--- src/frf_pkg.sv ---
// Shared types, constants and the CRC byte fold for the frame repetition filter.
// Used by frf_ctrl, frf_dp and frame_repetition_filter_core; depends on nothing.
package frf_pkg;

  localparam logic [15:0] CRC_INIT       = 16'h1D0F;
  localparam logic [15:0] CRC_POLY       = 16'h1021;
  localparam logic [15:0] CRC_MSB        = 16'h8000;
  localparam logic [7:0]  FIRST_BYTE_SET = 8'b0010_0000;
  localparam logic [8:0]  INDEX_MAX      = 9'd511;

  localparam int IN_DATA_W  = 72;
  localparam int OUT_DATA_W = 24;
  localparam int ENT_W      = 64;
  localparam int ENT_OUT_W  = 5;
  localparam int ENT_OUT_MAX = 31;

  typedef struct packed {
    logic fold;
    logic start;
    logic clear;
    logic scan;
    logic commit;
  } frf_cmd_t;

  typedef struct packed {
    logic scan_end;
    logic out_free;
  } frf_sts_t;

  function automatic logic [15:0] crc_fold(input logic [15:0] crc_in,
                                           input logic [7:0] value);
    logic [15:0] crc;
    crc = crc_in ^ {value, 8'h00};
    for (int b = 0; b < 8; b++) begin
      if ((crc & CRC_MSB) != 16'h0000) begin
        crc = {crc[14:0], 1'b0} ^ CRC_POLY;
      end else begin
        crc = {crc[14:0], 1'b0};
      end
    end
    return crc;
  endfunction

endpackage

--- src/frf_ram.sv ---
// Generic single-write, single-read RAM with registered read data.
// Holds the sender table; no dependencies.
module frf_ram #(
  parameter int WIDTH = 64,
  parameter int DEPTH = 16,
  parameter int AW    = (DEPTH > 1) ? $clog2(DEPTH) : 1
) (
  input  logic             clk,
  input  logic             wr_en,
  input  logic [AW-1:0]    wr_addr,
  input  logic [WIDTH-1:0] wr_data,
  input  logic             rd_en,
  input  logic [AW-1:0]    rd_addr,
  output logic [WIDTH-1:0] rd_data
);

  logic [WIDTH-1:0] mem_r [DEPTH];
  logic [WIDTH-1:0] rd_data_r;

  always_ff @(posedge clk) begin
    if (wr_en) begin
      mem_r[wr_addr] <= wr_data;
    end
    if (rd_en) begin
      rd_data_r <= mem_r[rd_addr];
    end
  end

  assign rd_data = rd_data_r;

endmodule

--- src/frf_ctrl.sv ---
// Controller state machine: accepts requests, sequences the table walk and commit.
// Depends on frf_pkg for the command and status structs.
module frf_ctrl
  import frf_pkg::*;
(
  input  logic     clk,
  input  logic     rst_n,
  input  logic     in_tvalid,
  input  logic     in_tlast,
  input  logic     in_cmd,
  output logic     in_tready,
  input  frf_sts_t sts,
  output frf_cmd_t cmd
);

  typedef enum logic [1:0] {
    ST_IDLE,
    ST_SCAN,
    ST_DONE
  } state_t;

  state_t state_r, state_nxt;
  logic   rdy_r, rdy_nxt;
  logic   acc;

  assign acc = in_tvalid && rdy_r;

  always_comb begin
    state_nxt  = state_r;
    cmd        = '0;
    unique case (state_r)
      ST_IDLE: begin
        if (acc) begin
          if (in_cmd) begin
            cmd.clear = 1'b1;
          end else if (!in_tlast) begin
            cmd.fold = 1'b1;
          end else begin
            cmd.start = 1'b1;
            state_nxt = ST_SCAN;
          end
        end
      end
      ST_SCAN: begin
        cmd.scan = 1'b1;
        if (sts.scan_end) begin
          state_nxt = ST_DONE;
        end
      end
      ST_DONE: begin
        if (sts.out_free) begin
          cmd.commit = 1'b1;
          state_nxt  = ST_IDLE;
        end
      end
      default: state_nxt = ST_IDLE;
    endcase
    rdy_nxt = (state_nxt == ST_IDLE);
  end

  always_ff @(posedge clk) begin
    if (!rst_n) begin
      state_r <= ST_IDLE;
      rdy_r   <= 1'b1;
    end else begin
      state_r <= state_nxt;
      rdy_r   <= rdy_nxt;
    end
  end

  assign in_tready = rdy_r;

endmodule

--- src/frf_dp.sv ---
// Datapath: CRC accumulator, sender table walk, slot choice and result register.
// Depends on frf_pkg and frf_ram; driven by commands from frf_ctrl.
module frf_dp
  import frf_pkg::*;
#(
  parameter int ENTRIES = 16,
  parameter int IDX_W   = (ENTRIES > 1) ? $clog2(ENTRIES) : 1,
  parameter int CNT_W   = $clog2(ENTRIES + 1)
) (
  input  logic                  clk,
  input  logic                  rst_n,
  input  frf_cmd_t              cmd,
  output frf_sts_t              sts,
  input  logic [7:0]            data_byte,
  input  logic [8:0]            frame_length,
  input  logic [15:0]           sender,
  input  logic [31:0]           now_ms,
  output logic                  out_tvalid,
  input  logic                  out_tready,
  output logic                  out_repeated,
  output logic [15:0]           out_fingerprint,
  output logic [ENT_OUT_W-1:0]  out_entries
);

  logic [15:0]          crc_r;
  logic [8:0]           idx_r;
  logic [15:0]          sender_r;
  logic [31:0]          now_r;
  logic [15:0]          fp_r;
  logic [CNT_W-1:0]     rd_cnt_r;
  logic                 cmp_vld_r;
  logic [IDX_W-1:0]     cmp_idx_r;
  logic                 found_r, found_nxt;
  logic [IDX_W-1:0]     match_r, match_nxt;
  logic                 seen_r, seen_nxt;
  logic                 free_fnd_r, free_fnd_nxt;
  logic [IDX_W-1:0]     free_r, free_nxt;
  logic [31:0]          max_age_r, max_age_nxt;
  logic [IDX_W-1:0]     oldest_r, oldest_nxt;
  logic [ENTRIES-1:0]   used_r;
  logic [CNT_W-1:0]     cnt_r;
  logic                 out_vld_r;
  logic                 out_rep_r;
  logic [15:0]          out_fp_r;
  logic [ENT_OUT_W-1:0] out_ent_r;

  logic [7:0]           fold_val;
  logic                 rd_en;
  logic [IDX_W-1:0]     rd_addr;
  logic [ENT_W-1:0]     rd_data;
  logic [15:0]          ent_sender;
  logic [15:0]          ent_fp;
  logic [31:0]          ent_time;
  logic [31:0]          age;
  logic [IDX_W-1:0]     slot;
  logic [CNT_W-1:0]     cnt_new;

  assign fold_val = (idx_r == 9'd0) ? (data_byte | FIRST_BYTE_SET) : data_byte;

  assign rd_en   = cmd.scan && (int'(rd_cnt_r) < ENTRIES);
  assign rd_addr = rd_cnt_r[IDX_W-1:0];

  frf_ram #(
    .WIDTH (ENT_W),
    .DEPTH (ENTRIES),
    .AW    (IDX_W)
  ) u_table (
    .clk     (clk),
    .wr_en   (cmd.commit),
    .wr_addr (slot),
    .wr_data ({now_r, fp_r, sender_r}),
    .rd_en   (rd_en),
    .rd_addr (rd_addr),
    .rd_data (rd_data)
  );

  assign ent_sender = rd_data[15:0];
  assign ent_fp     = rd_data[31:16];
  assign ent_time   = rd_data[63:32];
  assign age        = now_r - ent_time;

  always_comb begin
    found_nxt    = found_r;
    match_nxt    = match_r;
    seen_nxt     = seen_r;
    free_fnd_nxt = free_fnd_r;
    free_nxt     = free_r;
    max_age_nxt  = max_age_r;
    oldest_nxt   = oldest_r;
    if (cmp_vld_r && !found_r) begin
      if (!used_r[cmp_idx_r]) begin
        if (!free_fnd_r) begin
          free_fnd_nxt = 1'b1;
          free_nxt     = cmp_idx_r;
        end
      end else if (ent_sender == sender_r) begin
        found_nxt = 1'b1;
        match_nxt = cmp_idx_r;
        seen_nxt  = (ent_fp == fp_r);
      end else if (age > max_age_r) begin
        max_age_nxt = age;
        oldest_nxt  = cmp_idx_r;
      end
    end
  end

  assign slot    = found_r ? match_r : (free_fnd_r ? free_r : oldest_r);
  assign cnt_new = used_r[slot] ? cnt_r : cnt_r + CNT_W'(1);

  assign sts.scan_end = cmp_vld_r && (cmp_idx_r == IDX_W'(ENTRIES - 1));
  assign sts.out_free = !out_vld_r || out_tready;

  always_ff @(posedge clk) begin
    if (!rst_n) begin
      crc_r      <= CRC_INIT;
      idx_r      <= 9'd0;
      rd_cnt_r   <= '0;
      cmp_vld_r  <= 1'b0;
      found_r    <= 1'b0;
      free_fnd_r <= 1'b0;
      used_r     <= '0;
      cnt_r      <= '0;
      out_vld_r  <= 1'b0;
    end else begin
      cmp_vld_r  <= rd_en;
      if (rd_en) begin
        rd_cnt_r <= rd_cnt_r + CNT_W'(1);
      end
      if (cmd.fold) begin
        if (idx_r < frame_length) begin
          crc_r <= crc_fold(crc_r, fold_val);
        end
        if (idx_r != INDEX_MAX) begin
          idx_r <= idx_r + 9'd1;
        end
      end
      if (cmd.start) begin
        crc_r      <= CRC_INIT;
        idx_r      <= 9'd0;
        rd_cnt_r   <= '0;
        found_r    <= 1'b0;
        free_fnd_r <= 1'b0;
      end else begin
        found_r    <= found_nxt;
        free_fnd_r <= free_fnd_nxt;
      end
      if (cmd.clear) begin
        used_r <= '0;
        cnt_r  <= '0;
      end
      if (cmd.commit) begin
        used_r[slot] <= 1'b1;
        cnt_r        <= cnt_new;
        out_vld_r    <= 1'b1;
      end else if (out_tready) begin
        out_vld_r <= 1'b0;
      end
    end
  end

  always_ff @(posedge clk) begin
    cmp_idx_r <= rd_addr;
    match_r   <= match_nxt;
    free_r    <= free_nxt;
    if (cmd.start) begin
      sender_r  <= sender;
      now_r     <= now_ms;
      fp_r      <= crc_r;
      seen_r    <= 1'b0;
      max_age_r <= 32'd0;
      oldest_r  <= '0;
    end else begin
      seen_r    <= seen_nxt;
      max_age_r <= max_age_nxt;
      oldest_r  <= oldest_nxt;
    end
    if (cmd.commit) begin
      out_rep_r <= found_r && seen_r;
      out_fp_r  <= fp_r;
      out_ent_r <= (int'(cnt_new) > ENT_OUT_MAX) ? ENT_OUT_W'(ENT_OUT_MAX)
                                                 : ENT_OUT_W'(cnt_new);
    end
  end

  assign out_tvalid      = out_vld_r;
  assign out_repeated    = out_rep_r;
  assign out_fingerprint = out_fp_r;
  assign out_entries     = out_ent_r;

  a_cmd_onehot: assert property (@(posedge clk) disable iff (!rst_n)
    $onehot0(cmd))
    else $error("more than one datapath command at once");

  a_commit_room: assert property (@(posedge clk) disable iff (!rst_n)
    cmd.commit |-> (!out_vld_r || out_tready))
    else $error("commit overwrites an untaken result");

  a_cnt_bound: assert property (@(posedge clk) disable iff (!rst_n)
    int'(cnt_r) <= ENTRIES)
    else $error("used count exceeds table size");

  a_clear_cnt: assert property (@(posedge clk) disable iff (!rst_n)
    cmd.clear |=> (cnt_r == '0) && (used_r == '0))
    else $error("clear left used entries");

endmodule

--- src/frame_repetition_filter_core.sv ---
// Frame repetition filter. Frame bytes and clear requests arrive on the in_ stream;
// each frame byte carrying tlast ends a frame and yields one result on the out_ stream
// (repeated flag, CRC-16 fingerprint, used entry count). Frame bytes and clear
// requests are taken back to back. A last byte drops in_tready while the controller
// walks the sender table RAM, one entry per cycle through its single read port, and
// then commits the result; commit also waits while an earlier result is not taken.
// Depends on frf_pkg, frf_ctrl, frf_dp and frf_ram.
module frame_repetition_filter_core
  import frf_pkg::*;
#(
  parameter int ENTRIES = 16
) (
  input  logic                  clk,
  input  logic                  rst_n,
  input  logic                  in_tvalid,
  output logic                  in_tready,
  input  logic [IN_DATA_W-1:0]  in_tdata,   // data_byte, frame_length, sender, now_ms
  input  logic                  in_tlast,
  input  logic [0:0]            in_tuser,   // cmd
  output logic                  out_tvalid,
  input  logic                  out_tready,
  output logic [OUT_DATA_W-1:0] out_tdata   // repeated, frame_fingerprint, entries_in_use
);

  frf_cmd_t             cmd;
  frf_sts_t             sts;
  logic                 out_repeated;
  logic [15:0]          out_fingerprint;
  logic [ENT_OUT_W-1:0] out_entries;

  frf_ctrl u_ctrl (
    .clk       (clk),
    .rst_n     (rst_n),
    .in_tvalid (in_tvalid),
    .in_tlast  (in_tlast),
    .in_cmd    (in_tuser[0]),
    .in_tready (in_tready),
    .sts       (sts),
    .cmd       (cmd)
  );

  frf_dp #(
    .ENTRIES (ENTRIES)
  ) u_dp (
    .clk             (clk),
    .rst_n           (rst_n),
    .cmd             (cmd),
    .sts             (sts),
    .data_byte       (in_tdata[7:0]),
    .frame_length    (in_tdata[16:8]),
    .sender          (in_tdata[32:17]),
    .now_ms          (in_tdata[64:33]),
    .out_tvalid      (out_tvalid),
    .out_tready      (out_tready),
    .out_repeated    (out_repeated),
    .out_fingerprint (out_fingerprint),
    .out_entries     (out_entries)
  );

  assign out_tdata = {2'b00, out_entries, out_fingerprint, out_repeated};

endmodule

--- config.mk ---
export PLATFORM = sky130hd
export DESIGN_NAME = frame_repetition_filter_core
export DESIGN_NICKNAME = d
export VERILOG_FILES = /design/src/frf_pkg.sv /design/src/frf_ram.sv /design/src/frf_ctrl.sv /design/src/frf_dp.sv /design/src/frame_repetition_filter_core.sv
export SDC_FILE = /design/constraint.sdc
export NUM_CORES = 1
export LEC_CHECK = 0
export BUFFER_PORTS_ARGS = -buffer_cell sky130_fd_sc_hd__buf_2
export CORE_ASPECT_RATIO = 1.25
export CORE_UTILIZATION = 35
export CTS_CLUSTER_SIZE = 25
export DETAILED_ROUTE_END_ITERATION = 7
export GPL_TIMING_DRIVEN = 0
export PLACE_DENSITY = 0.59
export SYNTH_ARGS = -nofsm -noshare
export SYNTH_HDL_FRONTEND = slang
export SYNTH_SLANG_ARGS = --single-unit
--- constraint.sdc ---
create_clock -name clk -period 5.06 [get_ports clk]
set_clock_uncertainty 0.15 [all_clocks]
set_input_delay 1.012 -clock clk [delete_from_list [all_inputs] [get_ports clk]]
set_output_delay 1.012 -clock clk [all_outputs]
set_load 0.02 [all_outputs]
==> results of run 1 <==
repair_timing:
item | 4_1_cts | 5_1_grt
pin swaps | 6 | 20
setup endpoints to repair | 36 | 36
resized for setup | 33 | 26
setup buffers | 34 | 16
layer usage:
metal / part of all wire / wire length (um)
met1: 0.41 / 51100
met5: 0.000064 / 8
met3: 0.046 / 5810
met2: 0.52 / 65400
met4: 0.022 / 2750
worst paths after layout:
check | to | slack [ns] | depth (start not counted) | startpoint
worst max register to register | u_dp.max_age_r[30]$_SDFFE_PP0P_ | 0.11 | 21 | u_dp.now_r[0]$_DFFE_PP_
worst max-delay path | u_dp.max_age_r[30]$_SDFFE_PP0P_ | 0.11 | 21 | u_dp.now_r[0]$_DFFE_PP_
worst min-delay path | u_dp.cmp_idx_r[2]$_DFF_P_ | 0.21 | 0 | u_dp.rd_cnt_r[2]$_SDFFE_PP0P_
worst min register to register | u_dp.cmp_idx_r[2]$_DFF_P_ | 0.21 | 0 | u_dp.rd_cnt_r[2]$_SDFFE_PP0P_
through the flow:
step           hold WS, ns  total power [W]  worst slack, ns  instance area [sq um]  utilization
5_1_grt              0.226           0.0217          -0.0502                  59300        0.411
3_5_place_dp         0.204           0.0126            -1.65                  55000        0.381
3_3_place_gp         0.191           0.0126            -5.15                  53700        0.372
4_1_cts              0.212           0.0213          0.00603                  59100        0.409
2_1_floorplan        0.179           0.0124           -0.233                  50900            -
6_report             0.213           0.0211            0.106                  59300        0.411
where the power goes:
group,leakage (nW),internal (W),switching (W)
combinational,5.28,0.000374,0.000465
clock,1.77,0.00483,0.00386
sequential,11.4,0.0115,0.0000727
total,18.5,0.0167,0.00440
registers in the layout, indices dropped and copies added (netlist names), 2 cells and up:
name and flops:
u_dp.out_fingerprint 16, u_dp.crc_r 16, u_dp.sender_r 16, u_dp.cnt_r 5, u_dp.max_age_r 32, u_ctrl.state_r 2
u_dp.match_r 4, u_dp.idx_r 9, u_dp.oldest_r 4, u_dp.u_table.rd_data 64, u_dp.rd_cnt_r 5, u_dp.u_table.mem_r 1024
u_dp.now_r 32, u_dp.free_r 4, u_dp.used_r 16, u_dp.out_entries 5, u_dp.cmp_idx_r 4, u_dp.fp_r 16
Yosys cell counts, drive strengths merged, types with 12 or more instances:
cell    count
nor3       27
ha         76
xnor2      54
nor2       86
inv        88
mux4      329
clkbuf     69
nor4       12
nand4      21
buf        38
a211oi     16
mux2i      12
edfxtp   1182
o211ai     13
dfxtp      99
and2       16
nand3      37
or3        12
o21a       21
nor2b      14
a21o       27
nand2      83
o21ai      39
a21oi      80
xor2       32
layout make-up:
class,instances,share of cell area
plain buffers,102,0.00740
clock inverters,58,0.0104
well taps,1896,0.0400
repair buffers,198,0.0340
multi-input cells,1099,0.219
inverters,90,0.00570
diodes,1,0.0000422
clock buffers,154,0.0519
flip-flops and latches,1281,0.632
logic make-up (layout without fill, tap and decap cells):
kind of cell,Yosys count,count (layout),synth area share
AO/OA/AOI/OAI,246,246,0.0322
XOR/XNOR,86,86,0.0148
adder cells (fa/ha/maj),77,77,0.0191
buffers and inverters,197,602,0.0154
flip-flops,1281,1281,0.737
multiplexers,342,342,0.148
other,1,3,0.0000737
AND/OR/NAND/NOR,346,346,0.0333
worst max-delay path: cells and delay by family (launching register included):
| kind | cells | cell delay, ns |
|---|---|---|
| buf+inv | 4 | 0.46 |
| fa+ha+maj | 3 | 0.72 |
| flops | 1 | 0.38 |
| simple gates | 6 | 1.27 |
| compound gates | 7 | 1.72 |
| xor+xnor | 1 | 0.14 |
==> impl_metrics.yaml, run 1 <==
sta:
  slew_viol_final: 0
  setup-tns-final_ns: 0
  period_minus_slack_ns: 4.95
  slew-limit-headroom: 0.153
  fin_crit_sh: 0.979
  worst_pin_slew_ns: 1.26
  max_clock_freq_ghz: 0.202
  hold_viol: 0
  finalSetupViolCount: 0
drt:
  wl_per_cell_um: 25.6
  drt-pass1-iter-count: 6
  drtAntennaViolNets: 0
  dr_total_vias: 25600
  drcViolationCount: 0
  drt-initial-drc-count: 2006
  via_per_inst: 5.25
  drt_wl_total_mm: 125
placement:
  place_inst: 4621
  hpwl_mm: 80.0
  gp_congestion: 0.820
  io_buffers: 94
clock_tree:
  htree_levels: 3
  cts_hold_buf: 0
  root_buffer: "clkbuf_16"
  cts_buffers: 115
  clk_latency_ns: 0.74
  clock-sinks: 1281
  clk_pin_slew_worst_paths_ns: 0.07
  cts_buffer_depth: 3
  cts_tree: "yes"
finish:
  final_nets: 3042
  syn2layout_area_growth_pct: 16.6
  most-common-layout-cells: "1182 x edfxtp_1, 329 x mux4_2, 116 x clkbuf_16"
  fillCellCount: 12700
  layout_commonest_cell: "edfxtp_1"
  multi_input_area_sq_um: 13000
  regArea_sq_um: 37500
  drive_gt1_frac: 0.259
  stdcell_count: 4879
setup_path:
  cp-start-kind: "register"
  path_cells: "inv_1 -> ha_2 -> inv_2 -> fa_2 -> a21o_1 -> nand4_1 -> buf_4 -> a2111oi_4 -> o21ai_2 -> a211oi_2 -> nor2_1 -> xnor2_1 -> ha_1 -> nand4_1 -> nor4b_4 -> nand4_1 -> and3b_2 -> o21a_2 -> buf_6 -> o211a_2 -> a2111oi_4"
  cpMostUsedCell: "nand4_1"
  endpoint_kind: "register"
  path_max_fanout: 10
  critPathSlowestCell: "a2111oi_4"
  cp_slowest_stage_delay_ns: 0.50
  crit_required_ns: 5.53
  cp.arrival_ns: 5.42
  crit_type: "reg2reg"
floorplan:
  ios: 104
  die_area_sq_um: 147000
  initial_core_util: 0.352
  fp-row-count: 156
  fp.dieW_um: 343
  chipHeight_um: 428
  core-area_sq_um: 144000
synth:
  synth.cell_area_sq_um: 50900
  syn_area_per_cell_sq_um: 19.7
  synth_top_area_frac: 0.698
  seq_area_frac_synth: 0.737
  synth.area.top_cells: "edfxtp_1 70%, mux4_2 15%, dfxtp_1 3.9%, ha_1 1.9%, xnor2_1 0.93%"
  synth_cell_types: 67
  postSynthCellCount: 2576
  ys_ff_latch: 1281
  yosysWarnings: 0
  async_flop_share: 0
  synth_ff_type: "edfxtp_1"
  synth_edf_count: 1182
  yosys.area.top_type: "edfxtp_1"
grt:
  grt_pass1_vias: 26800
  grt_pass1_wl_mm: 183
  top_usage_layer: "met2"
  grt_max_degree: 40
  grt_util_all_layers: 0.171
  antenna_found_initial: 3
  use_met3: 0.0215
  grt_overflow: 0
  grt_use_met1: 0.219
  met2_usage: 0.304
run:
  maxCapViolations: 0
min_path:
  min_path_type: "reg2reg"
outcome:
  status: "completed"
power:
  power_leakage_nw: 18.5
  p_per_area_nw_per_um2: 356
  irDropWorstVdd_v: 0.000265
Note: power is estimated with default switching activity, not from simulation.
==> run 2, diff against run 1 <==
- CTS_CLUSTER_DIAMETER: not set -> 120
- PLACE_DENSITY: 0.59 -> 0.58
- clock period: 5.06 -> 6.2 ns (I/O delays scaled with it)
==> run 2 against run 1 <==
Maximum frequency decreased by 15%. Critical path depth decreased by 3. Register-to-register slack improved by 0.30 ns. Sequential share of layout area increased by 2.9 points. Count of clock-buffer cells in the layout decreased by 62. Utilization decreased by 1.8 points. Highest routed layer is now met4.
==> impl_metrics.yaml, run 2 (same netlist as run 1, synthesis figures left out) <==
finish:
  top_register: "u_dp.u_table.mem_r"
  drive_gt1_frac: 0.212
  stdcell_count: 4724
  most-common-layout-cells: "1182 x edfxtp_1, 329 x mux4_2, 101 x clkbuf_1"
  layout_commonest_cell: "edfxtp_1"
  final_nets: 2945
  syn2layout_area_growth_pct: 11.6
  largest_reg_flops: 1024
placement:
  io_buffers: 94
  place_inst: 4624
  gp_congestion: 0.809
  hpwl_mm: 82.3
sta:
  hold_slack_ns: 0.222
  finalSetupViolCount: 0
  fin_crit_sh: 0.935
  slew-limit-headroom: 0.101
  slew_viol_final: 0
  worst_pin_slew_ns: 1.35
  hold_viol: 0
  rsz0062_at_grt: "no"
  max_clock_freq_ghz: 0.172
  period_minus_slack_ns: 5.80
setup_path:
  reg2reg_setup_slack_ns: 0.40
  crit_family: "compound AO/OA/AOI/OAI gates"
  endpoint_kind: "register"
  cp_slowest_stage_delay_ns: 0.65
  r2r_start: "u_dp.now_r[2]$_DFFE_PP_"
  r2r_cells: 18
  crit_required_ns: 6.67
  path_max_fanout: 17
  r2r_end: "u_dp.max_age_r[9]$_SDFFE_PP0P_"
  cp.arrival_ns: 6.27
  cp-start-kind: "register"
  path_cells: "ha_1 -> a21o_1 -> nand4_1 -> a2111oi_4 -> o21ai_0 -> a211oi_1 -> nor2_1 -> xnor2_1 -> ha_1 -> nand4_1 -> nor4b_2 -> nand2_1 -> a41oi_1 -> o21a_2 -> buf_6 -> buf_2 -> nand3_1 -> a21oi_1"
  cp_num_buf_inv: 2
  crit_type: "reg2reg"
  critPathSlowestCell: "edfxtp_1"
clock_tree:
  cts_tree: "yes"
  htree_levels: 2
  clk_latency_ns: 0.69
  root_buffer: "clkbuf_16"
  clk_pin_slew_worst_paths_ns: 0.11
  cts_buffer_depth: 3
  clock-sinks: 1281
  cts_buffers: 57
drt:
  drt_wl_total_mm: 124
  via_per_inst: 5.29
  drt-initial-drc-count: 2358
  drtAntennaViolNets: 0
  drt-pass1-iter-count: 5
  dr_total_vias: 25000
  drcViolationCount: 0
  wl_per_cell_um: 26.2
power:
  p_per_area_nw_per_um2: 256
  seqPwrFrac: 0.652
  irDropWorstVdd_v: 0.000225
  pwr-share-clk: 0.303
  p_sw_frac: 0.211
  power_frac_comb: 0.044
  p_int_w: 0.0115
  power_leakage_nw: 17.3
  power.switching_w: 0.00306
run:
  maxCapViolations: 0
floorplan:
  core-area_sq_um: 144000
  initial_core_util: 0.352
  ios: 104
  die_area_sq_um: 147000
  fp-row-count: 156
  chipHeight_um: 428
  fp.dieW_um: 343
grt:
  grt_max_degree: 39
  antenna_found_initial: 2
  grt_pass1_wl_mm: 180
  grt_util_all_layers: 0.169
  grt_pass1_vias: 25500
  grt_overflow: 0
min_path:
  holdPathEnd: "u_dp.cmp_idx_r[2]$_DFF_P_"
  min-delay-start: "u_dp.rd_cnt_r[2]$_SDFFE_PP0P_"
  min_path_type: "reg2reg"
  whs_path_depth: 0
outcome:
  status: "completed"
==> run 2: changes by cell type in the layout (fill, tap and decap cells not counted), moves of 4 or more <==
cell	previous run	this run
a21oi_2	4	0
bufinv_16	11	0
clkinv_2	13	0
clkbuf_16	116	58
ha_2	5	0
clkinvlp_4	7	1
ha_1	71	76
clkbuf_1	97	101
o21ai_0	29	35
clkinv_1	20	2
a21oi_1	75	80
buf_4	55	8
==> run 2: per-layer routing <==
layer  vias up  track usage  part of all wire
met5         -            0                 0
met4         0       0.0314             0.016
met3        87       0.0133             0.035
met2       500        0.306              0.54
met1     13500        0.221              0.41
li1      10900            -                 -
==> run 2: timing repair <==
item | in CTS | in global routing
hold buffers | 0 | 0
buffers inserted | 0 | 2
endpoints found under the setup margin | 21 | 36
gates resized for setup | 1 | 4
==> run 2: power by group through the flow <==
| stage | Combinational [W] | Clock, W | Sequential, W |
|---|---|---|---|
| floorplan | 0.000447 | 0 | 0.00964 |
| global placement | 0.000633 | 0 | 0.00968 |
| detailed placement | 0.000648 | 0 | 0.00967 |
| CTS | 0.000651 | 0.00453 | 0.00948 |
| global route | 0.000701 | 0.00479 | 0.00949 |
| finish | 0.000641 | 0.00441 | 0.00948 |
==> run 2: area by class of cell <==
type | instances | area, sq um
tap | 1896 | 2370
clock buffer | 92 | 1580
clock inverter | 4 | 60.1
inverter | 90 | 338
fill | 12900 | 87700
buffer | 107 | 450
multi-input combinational | 1099 | 12700
timing repair buffer | 154 | 1720
sequential | 1281 | 37500
antenna | 1 | 2.50
==> run 2: metrics by stage <==
stage	instance area (sq um)	worst slack (ns)	utilization	setup TNS, ns	total power (W)
final	56700	0.403	0.393	0	0.0145
after global routing	56700	0.0621	0.393	0	0.0150
after CTS	56700	0.0175	0.392	0	0.0147
after detailed placement	55000	-0.110	0.381	-0.997	0.0103
after global placement	53700	-4.44	0.372	-4329.28	0.0103
after floorplan	50900	0.679	-	0	0.0101
==> run 2: worst max path at each step <==
stage | start | endpoint | slack [ns] | cells past startpoint
floorplan | out_tready | u_dp.u_table.mem_r[8][0]$_DFFE_PP_ | 0.68 | 5
global placement | out_tready | u_dp.u_table.mem_r[6][8]$_DFFE_PP_ | -4.44 | 6
detailed placement | u_dp.now_r[0]$_DFFE_PP_ | u_dp.max_age_r[6]$_SDFFE_PP0P_ | -0.11 | 21
CTS | u_dp.now_r[0]$_DFFE_PP_ | u_dp.max_age_r[5]$_SDFFE_PP0P_ | 0.02 | 21
global route | u_dp.now_r[2]$_DFFE_PP_ | u_dp.oldest_r[2]$_SDFFE_PP0P_ | 0.06 | 18
finish | u_dp.now_r[2]$_DFFE_PP_ | u_dp.max_age_r[9]$_SDFFE_PP0P_ | 0.40 | 18
